$ cat src/hw/rtl/ivwm_pkg.sv
// ----------------------------------------------------------------------------
// ivwm_pkg
// Types, constants and command/status bundles shared by the inverse-variance
// weighted mean block.
// ----------------------------------------------------------------------------
package ivwm_pkg;

    localparam int FRACTION_BITS = 16;

    // Weight is floor(2^(3*FRACTION_BITS) / sigma^2)
    localparam int RECIP_EXP   = 3 * FRACTION_BITS;
    localparam int RECIP_STEPS = RECIP_EXP + 1;
    localparam int MEAN_STEPS  = 64;
    localparam int MAX_STEPS   = (RECIP_STEPS > MEAN_STEPS) ? RECIP_STEPS : MEAN_STEPS;
    localparam int STEP_W      = $clog2(MAX_STEPS + 1);

    typedef logic [1:0] status_code_t;

    localparam status_code_t STATUS_OK          = 2'd0;
    localparam status_code_t STATUS_SIGMA       = 2'd1;
    localparam status_code_t STATUS_OVERFLOW    = 2'd2;
    localparam status_code_t STATUS_ZERO_WEIGHT = 2'd3;

    localparam int FLAG_SIGMA    = 0;
    localparam int FLAG_OVERFLOW = 1;

    typedef struct packed {
        logic signed [31:0] value;
        logic        [31:0] sigma;
        logic               last;
    } in_t;

    typedef struct packed {
        logic signed [31:0] mean;
        status_code_t       status;
        logic        [15:0] point_count;
    } out_t;

    typedef enum logic [3:0] {
        ST_IDLE,
        ST_CHECK,
        ST_SQUARE,
        ST_RECIP_GO,
        ST_RECIP_WAIT,
        ST_PRODUCT,
        ST_ACCUM,
        ST_FINAL,
        ST_MEAN_WAIT,
        ST_EMIT
    } state_t;

    typedef struct packed {
        logic load;
        logic reject;
        logic square;
        logic recip_go;
        logic take_weight;
        logic product;
        logic accum;
        logic mean_go;
        logic emit;
    } cmd_t;

    typedef struct packed {
        logic reject;
        logic last;
        logic div_done;
        logic wsum_zero;
        logic out_busy;
    } stat_t;

endpackage

$ cat src/hw/rtl/inverse_variance_weighted_mean.sv
// ----------------------------------------------------------------------------
// inverse_variance_weighted_mean
// Inverse-variance weighted mean over a stream of Q16.16 points.
//
// Input channel (in_valid / in_stall / in_data): one point per beat, carrying
// value, sigma and last. Output channel (out_valid / out_stall / out_data):
// one result beat per set, sent after the point marked last.
// cfg_we / cfg_wdata write the sigma threshold; reset value is 1.
// A point with sigma at or below the threshold is skipped. An accepted
// point is paced by the bit-serial reciprocal (49 steps for 16 fraction
// bits). The last point adds the 64-step mean division (skipped when the
// weight sum is zero) plus the emit.
// Reset clears the sums, count, flags and output valid, and sets the
// threshold to 1. The result sits in an output register; while it is
// stalled the block keeps taking points and only holds when a further
// result is ready to go out.
// ----------------------------------------------------------------------------
module inverse_variance_weighted_mean
    import ivwm_pkg::*;
(
    input  logic        clk,
    input  logic        rst_n,
    input  logic        in_valid,
    output logic        in_stall,
    input  in_t         in_data,
    output logic        out_valid,
    input  logic        out_stall,
    output out_t        out_data,
    input  logic        cfg_we,
    input  logic [31:0] cfg_wdata
);

    cmd_t   cmd;
    stat_t  dp_stat;
    state_t state;

    ivwm_ctrl u_ctrl (
        .clk      (clk),
        .rst_n    (rst_n),
        .in_valid (in_valid),
        .in_stall (in_stall),
        .stat     (dp_stat),
        .cmd      (cmd),
        .state    (state)
    );

    ivwm_dp u_dp (
        .clk       (clk),
        .rst_n     (rst_n),
        .cmd       (cmd),
        .stat      (dp_stat),
        .in_data   (in_data),
        .cfg_we    (cfg_we),
        .cfg_wdata (cfg_wdata),
        .out_valid (out_valid),
        .out_stall (out_stall),
        .out_data  (out_data)
    );

`ifndef SYNTH
    // a new beat is never taken straight after another
    a_one_at_a_time: assert property (@(posedge clk) disable iff (!rst_n)
        (in_valid && !in_stall) |=> in_stall)
        else $error("input taken on consecutive cycles");

    // a result must never overwrite one still held by the receiver
    a_no_overwrite: assert property (@(posedge clk) disable iff (!rst_n)
        cmd.emit |-> !(out_valid && out_stall))
        else $error("result emitted over a stalled beat");

    a_clear_after_emit: assert property (@(posedge clk) disable iff (!rst_n)
        cmd.emit |=> dp_stat.wsum_zero)
        else $error("weight sum not cleared after emit");

    a_valid_from_emit: assert property (@(posedge clk) disable iff (!rst_n)
        $rose(out_valid) |-> $past(cmd.emit))
        else $error("output valid without emit");

    a_take_in_idle: assert property (@(posedge clk) disable iff (!rst_n)
        cmd.load |-> (state == ST_IDLE))
        else $error("point loaded outside idle");
`endif

endmodule

$ cat src/hw/rtl/ivwm_div.sv
// ----------------------------------------------------------------------------
// ivwm_div
// Restoring divider, one quotient bit per cycle, 64-bit operands. The step
// count is loaded with the operands; the dividend is shifted in MSB first.
// ----------------------------------------------------------------------------
module ivwm_div
    import ivwm_pkg::*;
(
    input  logic              clk,
    input  logic              rst_n,
    input  logic              start,
    input  logic [63:0]       num,
    input  logic [63:0]       den,
    input  logic [STEP_W-1:0] steps,
    output logic              done,
    output logic [63:0]       quotient,
    output logic              overflow
);

    logic              busy_reg, busy_next;
    logic              done_reg, done_next;
    logic [STEP_W-1:0] cnt_reg,  cnt_next;
    logic [63:0]       num_reg;
    logic [63:0]       den_reg;
    logic [63:0]       rem_reg;
    logic [63:0]       quo_reg;
    logic              ovf_reg;

    logic [64:0] rem_shift;
    logic [64:0] diff;
    logic        ge;

    assign rem_shift = {rem_reg, num_reg[63]};
    assign diff      = rem_shift - {1'b0, den_reg};
    assign ge        = ~diff[64];

    always_comb
    begin
        busy_next = busy_reg;
        done_next = 1'b0;
        cnt_next  = cnt_reg;
        if (start)
        begin
            busy_next = 1'b1;
            cnt_next  = steps;
        end
        else if (busy_reg)
        begin
            cnt_next = cnt_reg - STEP_W'(1);
            if (cnt_reg == STEP_W'(1))
            begin
                busy_next = 1'b0;
                done_next = 1'b1;
            end
        end
    end

    always_ff @(posedge clk or negedge rst_n)
    begin
        if (!rst_n)
        begin
            busy_reg <= 1'b0;
            done_reg <= 1'b0;
            cnt_reg  <= '0;
        end
        else
        begin
            busy_reg <= busy_next;
            done_reg <= done_next;
            cnt_reg  <= cnt_next;
        end
    end

    always_ff @(posedge clk)
    begin
        if (start)
        begin
            num_reg <= num;
            den_reg <= den;
            rem_reg <= '0;
            quo_reg <= '0;
            ovf_reg <= 1'b0;
        end
        else if (busy_reg)
        begin
            rem_reg <= ge ? diff[63:0] : rem_shift[63:0];
            quo_reg <= {quo_reg[62:0], ge};
            // a set bit leaving the top means the quotient no longer fits
            ovf_reg <= ovf_reg | quo_reg[63];
            num_reg <= {num_reg[62:0], 1'b0};
        end
    end

    assign done     = done_reg;
    assign quotient = quo_reg;
    assign overflow = ovf_reg;

endmodule

$ cat src/hw/rtl/ivwm_dp.sv
// ----------------------------------------------------------------------------
// ivwm_dp
// Datapath: item and threshold registers, shared 32x32 multiplier, the
// divider, saturating accumulators and the output register.
// ----------------------------------------------------------------------------
module ivwm_dp
    import ivwm_pkg::*;
(
    input  logic        clk,
    input  logic        rst_n,
    input  cmd_t        cmd,
    output stat_t       stat,
    input  in_t         in_data,
    input  logic        cfg_we,
    input  logic [31:0] cfg_wdata,
    output logic        out_valid,
    input  logic        out_stall,
    output out_t        out_data
);

    logic [31:0] thr_reg;
    in_t         item_reg;
    logic [63:0] mul_reg;
    logic [31:0] w_reg;
    logic [63:0] wsum_reg,  wsum_next;
    logic [63:0] wvsum_reg, wvsum_next;
    logic [15:0] count_reg;
    logic [1:0]  flags_reg, flags_next;
    logic        out_valid_reg, out_valid_next;
    out_t        out_reg;
    out_t        result;

    logic        x_neg;
    logic [31:0] x_mag;
    logic [31:0] mul_a, mul_b;
    logic [63:0] mul_full;

    logic        div_start;
    logic [63:0] div_num, div_den;
    logic [STEP_W-1:0] div_steps;
    logic        div_done;
    logic [63:0] quo;
    logic        div_ovf;

    logic [64:0] wsum_add;
    logic [63:0] sp;
    logic [64:0] wv_add;
    logic        wv_ovf;
    logic        wv_neg;
    logic [63:0] wv_mag;

    assign x_neg = item_reg.value[31];
    // most negative value maps onto itself, which is its correct magnitude
    assign x_mag = x_neg ? (~item_reg.value + 32'd1) : item_reg.value;

    assign mul_a    = cmd.square ? item_reg.sigma : w_reg;
    assign mul_b    = cmd.square ? item_reg.sigma : x_mag;
    assign mul_full = 64'(mul_a) * 64'(mul_b);

    assign wv_neg = wvsum_reg[63];
    assign wv_mag = wv_neg ? (64'd0 - wvsum_reg) : wvsum_reg;

    assign div_start = cmd.recip_go | cmd.mean_go;
    assign div_num   = cmd.recip_go ? {1'b1, 63'd0} : wv_mag;
    assign div_den   = cmd.recip_go ? mul_reg : wsum_reg;
    assign div_steps = cmd.recip_go ? STEP_W'(RECIP_STEPS) : STEP_W'(MEAN_STEPS);

    ivwm_div u_div (
        .clk      (clk),
        .rst_n    (rst_n),
        .start    (div_start),
        .num      (div_num),
        .den      (div_den),
        .steps    (div_steps),
        .done     (div_done),
        .quotient (quo),
        .overflow (div_ovf)
    );

    assign wsum_add = {1'b0, wsum_reg} + {33'd0, w_reg};
    assign sp       = x_neg ? (64'd0 - mul_reg) : mul_reg;
    assign wv_add   = {wvsum_reg[63], wvsum_reg} + {sp[63], sp};
    assign wv_ovf   = wv_add[64] ^ wv_add[63];

    always_comb
    begin
        result.point_count = count_reg;
        result.mean        = '0;
        if (wsum_reg == 64'd0)
        begin
            result.status = STATUS_ZERO_WEIGHT;
        end
        else
        begin
            if (wv_neg)
            begin
                if ((quo[63:32] != 32'd0) || (quo[31] && (quo[30:0] != 31'd0)))
                    result.mean = 32'sh8000_0000;
                else
                    result.mean = 32'd0 - quo[31:0];
            end
            else
            begin
                if (quo[63:31] != 33'd0)
                    result.mean = 32'sh7FFF_FFFF;
                else
                    result.mean = quo[31:0];
            end
            if (flags_reg[FLAG_OVERFLOW])
                result.status = STATUS_OVERFLOW;
            else if (flags_reg[FLAG_SIGMA])
                result.status = STATUS_SIGMA;
            else
                result.status = STATUS_OK;
        end
    end

    always_comb
    begin
        wsum_next  = wsum_reg;
        wvsum_next = wvsum_reg;
        flags_next = flags_reg;
        if (cmd.reject)
            flags_next[FLAG_SIGMA] = 1'b1;
        if (cmd.accum)
        begin
            wsum_next = wsum_add[64] ? '1 : wsum_add[63:0];
            if (wv_ovf)
                wvsum_next = wv_add[64] ? {1'b1, 63'd0} : {1'b0, {63{1'b1}}};
            else
                wvsum_next = wv_add[63:0];
            if (wsum_add[64] || wv_ovf)
                flags_next[FLAG_OVERFLOW] = 1'b1;
        end
        if (cmd.emit)
        begin
            wsum_next  = '0;
            wvsum_next = '0;
            flags_next = '0;
        end
    end

    always_comb
    begin
        out_valid_next = out_valid_reg;
        if (cmd.emit)
            out_valid_next = 1'b1;
        else if (!out_stall)
            out_valid_next = 1'b0;
    end

    always_ff @(posedge clk or negedge rst_n)
    begin
        if (!rst_n)
        begin
            thr_reg       <= 32'd1;
            wsum_reg      <= '0;
            wvsum_reg     <= '0;
            count_reg     <= '0;
            flags_reg     <= '0;
            out_valid_reg <= 1'b0;
        end
        else
        begin
            if (cfg_we)
                thr_reg <= cfg_wdata;
            wsum_reg      <= wsum_next;
            wvsum_reg     <= wvsum_next;
            flags_reg     <= flags_next;
            out_valid_reg <= out_valid_next;
            if (cmd.emit)
                count_reg <= '0;
            else if (cmd.accum && (count_reg != 16'hFFFF))
                count_reg <= count_reg + 16'd1;
        end
    end

    always_ff @(posedge clk)
    begin
        if (cmd.load)
            item_reg <= in_data;
        if (cmd.square || cmd.product)
            mul_reg <= mul_full;
        if (cmd.take_weight)
            w_reg <= (div_ovf || (quo[63:32] != 32'd0)) ? '1 : quo[31:0];
        if (cmd.emit)
            out_reg <= result;
    end

    assign stat.reject    = (item_reg.sigma <= thr_reg);
    assign stat.last      = item_reg.last;
    assign stat.div_done  = div_done;
    assign stat.wsum_zero = (wsum_reg == 64'd0);
    assign stat.out_busy  = out_valid_reg & out_stall;

    assign out_valid = out_valid_reg;
    assign out_data  = out_reg;

endmodule

$ cat src/hw/rtl/ivwm_ctrl.sv
// ----------------------------------------------------------------------------
// ivwm_ctrl
// Sequencer: checks each point; accepted ones go on through square,
// reciprocal, product and accumulate; the last runs mean division and emit.
// ----------------------------------------------------------------------------
module ivwm_ctrl
    import ivwm_pkg::*;
(
    input  logic   clk,
    input  logic   rst_n,
    input  logic   in_valid,
    output logic   in_stall,
    input  stat_t  stat,
    output cmd_t   cmd,
    output state_t state
);

    state_t state_reg, state_next;

    always_comb
    begin
        state_next = state_reg;
        case (state_reg)
            ST_IDLE:
                if (in_valid)
                    state_next = ST_CHECK;
            ST_CHECK:
                if (stat.reject)
                    state_next = stat.last ? ST_FINAL : ST_IDLE;
                else
                    state_next = ST_SQUARE;
            ST_SQUARE:
                state_next = ST_RECIP_GO;
            ST_RECIP_GO:
                state_next = ST_RECIP_WAIT;
            ST_RECIP_WAIT:
                if (stat.div_done)
                    state_next = ST_PRODUCT;
            ST_PRODUCT:
                state_next = ST_ACCUM;
            ST_ACCUM:
                state_next = stat.last ? ST_FINAL : ST_IDLE;
            ST_FINAL:
                state_next = stat.wsum_zero ? ST_EMIT : ST_MEAN_WAIT;
            ST_MEAN_WAIT:
                if (stat.div_done)
                    state_next = ST_EMIT;
            ST_EMIT:
                if (!stat.out_busy)
                    state_next = ST_IDLE;
            default:
                state_next = ST_IDLE;
        endcase
    end

    always_comb
    begin
        cmd      = '0;
        in_stall = 1'b1;
        case (state_reg)
            ST_IDLE:
            begin
                in_stall = 1'b0;
                cmd.load = in_valid;
            end
            ST_CHECK:      cmd.reject      = stat.reject;
            ST_SQUARE:     cmd.square      = 1'b1;
            ST_RECIP_GO:   cmd.recip_go    = 1'b1;
            ST_RECIP_WAIT: cmd.take_weight = stat.div_done;
            ST_PRODUCT:    cmd.product     = 1'b1;
            ST_ACCUM:      cmd.accum       = 1'b1;
            ST_FINAL:      cmd.mean_go     = ~stat.wsum_zero;
            ST_MEAN_WAIT:  ;
            ST_EMIT:       cmd.emit        = ~stat.out_busy;
            default:       ;
        endcase
    end

    always_ff @(posedge clk or negedge rst_n)
    begin
        if (!rst_n)
            state_reg <= ST_IDLE;
        else
            state_reg <= state_next;
    end

    assign state = state_reg;

endmodule
$ cat config.mk
export PLATFORM = sky130hd
export DESIGN_NAME = inverse_variance_weighted_mean
export DESIGN_NICKNAME = d
export VERILOG_FILES = /design/src/hw/rtl/ivwm_pkg.sv /design/src/hw/rtl/inverse_variance_weighted_mean.sv /design/src/hw/rtl/ivwm_div.sv /design/src/hw/rtl/ivwm_dp.sv /design/src/hw/rtl/ivwm_ctrl.sv
export SDC_FILE = /design/constraint.sdc
export NUM_CORES = 2
export LEC_CHECK = 0
export BUFFER_PORTS_ARGS = -buffer_cell sky130_fd_sc_hd__buf_2
export CAP_MARGIN = 20
export CORE_MARGIN = 3
export CORE_UTILIZATION = 50
export CTS_BUF_LIST = sky130_fd_sc_hd__clkbuf_8
export DETAILED_ROUTE_END_ITERATION = 6
export HOLD_SLACK_MARGIN = 0.02
export PLACE_DENSITY = 0.67
export SYNTH_ARGS = -nofsm -noshare
export SYNTH_HDL_FRONTEND = slang
export SYNTH_SLANG_ARGS = --single-unit
$ cat constraint.sdc
create_clock -name clk -period 11.3 [get_ports clk]
set_clock_uncertainty 0.15 [all_clocks]
set_input_delay 1.13 -clock clk [delete_from_list [all_inputs] [get_ports clk]]
set_output_delay 1.13 -clock clk [all_outputs]
set_load 0.02 [all_outputs]
======== After elaboration in Yosys (flattened, before gate mapping) ========
Cells that the tools add are included.
storage, ports and cells
  bits in registers ....................... 660
  input port bits ......................... 102
  logic and storage cells ................. 136
cells by class
  $add $sub $neg .......................... 9
  multipliers ............................. 1
  $lt $le $gt $ge ......................... 1
  equality and inequality tests ........... 16
  multiplexer cells ....................... 57
  bitwise logic cells ..................... 8
  reductions and logical operators ........ 19
operators with widths
  cell                   count
  $mux 64                14
  $mux 32                6
  $sub 1x64->64 const A  2
  $add 64x32->65         1
  $add 64x64->65         1
  $sub 65x64->65         1
  $logic_not 64->1       1
  $mul 32x32->64         1
  $pmux 4 s10            1
  $reduce_bool 33->1     1
  $add 32x1->32 const B  1
  $le 32x32->1           1
  $mux 16                2
  $not 32->32            1
  $reduce_bool 32->1     1
  $sub 1x32->32 const A  1
  $reduce_bool 31->1     1
  $mux 1                 24
  $mux 7                 3
  $mux 4                 5
  $add 16x1->16 const B  1
  $eq 4x3->1 const B     4
  $ne 16x16->1 const B   1
  $reduce_bool 2->1      5
  19 further kinds       31

======== Longest topological paths before layout ========
  word-level depth ........................ 8
  depth in mapped cells ................... 38
  mapped depth without buffers ............ 36

======== Hierarchy ========
Synthesis repeated with hierarchy kept, for this count alone.
unflattened totals
  cells, all modules ...................... 8271
  area, all modules ....................... 74068.5 sq um
modules (own cells, without submodules)
  module     instances  cells an instance  area an instance (sq um)  sequential area each (sq um)
  ivwm_dp    1          6794               59324.4                   10816.6
  ivwm_div   1          1424               14363.8                   6651.4
  ivwm_ctrl  1          53                 380.4                     100.1

======== Worst setup path before layout ========
OpenSTA, ideal clock, no wires.
  path kind ............................... reg2reg
  start point ............................. register u_dp.item_reg[35] (netlist name)
  end point ............................... register u_dp.mul_reg[63] (data pin)
  setup time .............................. 0.262 ns
  arrival time ............................ 9.629 ns
  data required time ...................... 10.888 ns
  setup slack ............................. 1.259 ns
  stages on the path, launching flop included .. 33
  clock period less this slack ............ 10.041 ns
  cell sequence ........................... edfxtp_1 > nor4_1 > nand4b_1 > or4_1 > or4_1 > o31ai_1 > xor2_1 > o21a_1 > clkbuf_1 > nor2_1 > fa_1 > inv_1 > fa_1 > inv_1 > fa_1 > inv_1 > fa_1 > inv_1 > fa_1 > fa_1 > fa_1 > fa_1 > ha_1 > clkbuf_1 > and2_1 > and4_1 > or3b_2 > a31o_2 > a31o_2 > o31ai_1 > a21oi_1 > o31ai_1 > xnor2_1
between the ends
  word-level cells in the longest chain between the ends .. 5
RTL lines
  item                         line            source
  start: declaration           ivwm_dp.sv:22   in_t item_reg;
  start signal: assignment     ivwm_dp.sv:181  item_reg <= in_data;
  $not 32->32                  ivwm_dp.sv:54   assign x_mag = x_neg ? (~item_reg.value + 32'd1) : item_reg.value;
  $add 32x1->32                ivwm_dp.sv:54
  $mux 32 (*)                  ivwm_dp.sv:54
  $mux 32 (*)                  ivwm_dp.sv:57   assign mul_b = cmd.square ? item_reg.sigma : x_mag;
  $mul 32x32->64 (*)           ivwm_dp.sv:58   assign mul_full = 64'(mul_a) * 64'(mul_b);
  named net u_dp.mul_full[63]  ivwm_dp.sv:36   logic [63:0] mul_full;
  end signal: assignment       ivwm_dp.sv:183  mul_reg <= mul_full;
  end: declaration             ivwm_dp.sv:23   logic [63:0] mul_reg;
The timed path passes the listed nets; every way through them passes the cells marked *.
A chain may end at the register's enable or synchronous reset.

======== Worst setup path after layout ========
  start point ............................. register u_dp.item_reg[39] (netlist name)
  end point ............................... register u_dp.mul_reg[61] (data pin)
Same word-level chain as after synthesis.

==> impl_results.md <==
* Outcome: finished, final reports clean
* CTS Buf Count at 115
* Vias in the first global route at 61,562
* RSZ-0062 raised after global routing: no
* 1st-iter DRT viols at 5,635
* Worst-path fanout max at 17
* Synth Cell Area at 73,000 um2
* Critical Path Start Type: flip-flop
* Slew at the pin closest to its max-slew limit at 1240 ps
* Most frequent cells in the layout: nand2_1 (1,228), inv_1 (1,161), fa_1 (899)
* Post-DP HPWL at 204,000 um
* Grt total ovfl at 0
* Cells after synthesis at 8,304
* Mapped Nets at 9,767
* Post-Route WL at 253,000 um
* Largest net degree at the start of global routing at about 130
* Share of cells above drive strength 1 at 7.61%
* Fin. Hold Viols at 0
* Ys async rst share at 29.1%
* I/O pin cnt at 154
* Final Cycle Share at 96.5%
* ANT nets after route at 0
* Final Util at 54.7%
* Die Width at approximately 390 um
* Most common cell after layout, fill and taps aside: nand2_1
* CP Data Arrival Time at 11,280 ps
* Crit path max-delay cell type: fa_1
* Die ar. at around 150,000 um2
* First-pass GRT wire length at 379,000 um
* Dpl cell area at 76,300 um2
* Max cap viols at 0
* Vias/cell at 5.92
* Final setup slack of the worst path at 394 ps
* Worst setup EP type: flip-flop
* Worst-path clk slew at 60 ps
* Clock sinks at 660
* Core ar. at 144,000 um2
* Num rows at around 140
* Cts hold-fix bufs at 0
* Residual DRC at 0
* Synthesized flop and latch total at 660
* Max Root-Sink Buffers at 3
* WP data required at 11,680 ps
* Post-Layout Inst Area at 78,900 um2
* Post-DR wirelength/cell at 24.4 um
* Filler cells at roughly 13,000
* Leakage power total at ~38 nW
* Fmax at 91.7 MHz
* Max stage delay on crit path at around 560 ps
* Register area at ~18,000 um2
* DR vias at a little over 60,000
* Area growth, synth to finish at 8.10%
* Slew Viols, Final at 0
* Sequential area share after synthesis at around a quarter
* Port Buffers at 153
* Worst-Skew Late Latency at 870 ps
* Root buf cell: clkbuf_8
* Mapped Avg Cell Area at 8.79 um2
* Pwr dens at 63.0 nW/um2
* CTS tree: yes
* Initial antenna violation count at 16
* Endpoints failing setup at 0
* Total GRT Usage at 33.2%
* Yosys cell types at 90
* Hold Crit Class: in2async
* Max VDD drop at 0.0000723 V
* GP Congestion at 1.03
* Pre-CTS setup slack at 289 ps
* Tmin final at 10,910 ps
* Reg2reg end: u_dp.mul_reg[61]
* Worst reg2reg startpoint: u_dp.item_reg[39]
* Flop-to-flop setup slack at 390 ps
* Area of the multi-input gates at 49,900 um2
* Main flop type after synthesis: edfxtp_1
* Die H at 388 um
* Final Net Count at about 9,800
* Worst-case reg-to-reg path depth at 33
* Yosys warnings at 0
* Rel. slew slack at 17.1%
* Initial Util at 50.6%
* Post-synth EDFFs at 339
* TNS Setup at 0 ps
* Crit-path most repeated cell: fa_1
* H-Tree Depth at 3
* WS Path Type: reg2reg
* First drt pass iteration count at 6
## worst max-delay path: cells and delay by family (launching register included)
kind,cells,cell delay (ps)
compound gates,8,2120
buf+inv,5,730
flops,1,470
fa+ha+maj,9,4100
xor+xnor,1,130
simple gates,10,2870
## report_power, final
group / switching, W / internal, W / total [W]
Sequential: 0.00000291 / 0.00252 / 0.00252
Clock: 0.00110 / 0.00127 / 0.00237
Combinational: 0.0000477 / 0.0000297 / 0.0000774
## routing by layer
layer,track usage [%],vias up,routed length (um)
met3,7.31,637,23000
li1,-,27359,-
met5,0,-,55
met2,51.5,2726,114000
met1,44.2,30687,102000
met4,16.3,8,14500
## area by class of cell
cell class | instances | area share [%]
inverters | 1111 | 5.29
clock buffers | 136 | 2.37
repair buffers | 356 | 3.00
clock inverters | 84 | 0.784
flip-flops and latches | 660 | 22.3
multi-input cells | 6111 | 63.2
well taps | 1903 | 3.02
diodes | 8 | 0.0254
## how the worst max path moves through the flow
stage                       endpoint  slack (ps)              start  cells after the start
finish              u_dp.mul_reg[61]         390  u_dp.item_reg[39]                     33
global route        u_dp.mul_reg[60]          40  u_dp.item_reg[39]                     30
CTS                 u_dp.mul_reg[61]         190  u_dp.item_reg[39]                     33
detailed placement  u_dp.mul_reg[61]         290  u_dp.item_reg[39]                     33
global placement    u_dp.mul_reg[61]         460  u_dp.item_reg[35]                     35
floorplan           u_dp.mul_reg[63]        1260  u_dp.item_reg[35]                     32
## Yosys cell counts, drive strengths merged, types with 47 or more instances
master	count	share of area, %
nand2b	58	0.50
o31ai	63	0.66
ha	462	7.9
fa	899	25
edfxtp	339	14
and2	47	0.40
a211oi	48	0.50
nand2	1230	6.3
a31oi	55	0.47
nor2	822	4.2
nor3	85	0.59
dfrtp	191	6.6
mux2i	148	2.0
nand4	66	0.57
o21a	57	0.59
or3	63	0.57
o21ai	462	3.2
xor2	159	1.9
a21oi	397	2.7
xnor2	213	2.6
nand3	156	1.1
clkbuf	393	2.0
inv	1110	5.7
dfxtp	129	3.5
a21o	157	1.6
## stage by stage
step / instances / hold slack [ps] / power [W]
2_1_floorplan: 8304 / 288 / 0.00260
3_3_place_gp: 10136 / 328 / 0.00265
3_5_place_dp: 10137 / 328 / 0.00265
4_1_cts: 10357 / 84.5 / 0.00503
5_1_grt: 10363 / 133 / 0.00514
6_report: 10369 / 117 / 0.00497
## cells by family after synthesis
kind of cell | Yosys count | share of synthesized area, %
AND/OR/NAND/NOR | 2756 | 16.5
buffers and inverters | 1533 | 7.91
AO/OA/AOI/OAI | 1471 | 12.4
adder cells (fa/ha/maj) | 1361 | 32.6
flip-flops | 660 | 24.1
XOR/XNOR | 372 | 4.47
multiplexers | 151 | 2.08
## timing repair
action | CTS | global route
endpoints found under the setup margin | 0 | 12
gates resized for setup | 0 | 8
buffers inserted | 0 | 3
Power figures use the tool's default switching activity.
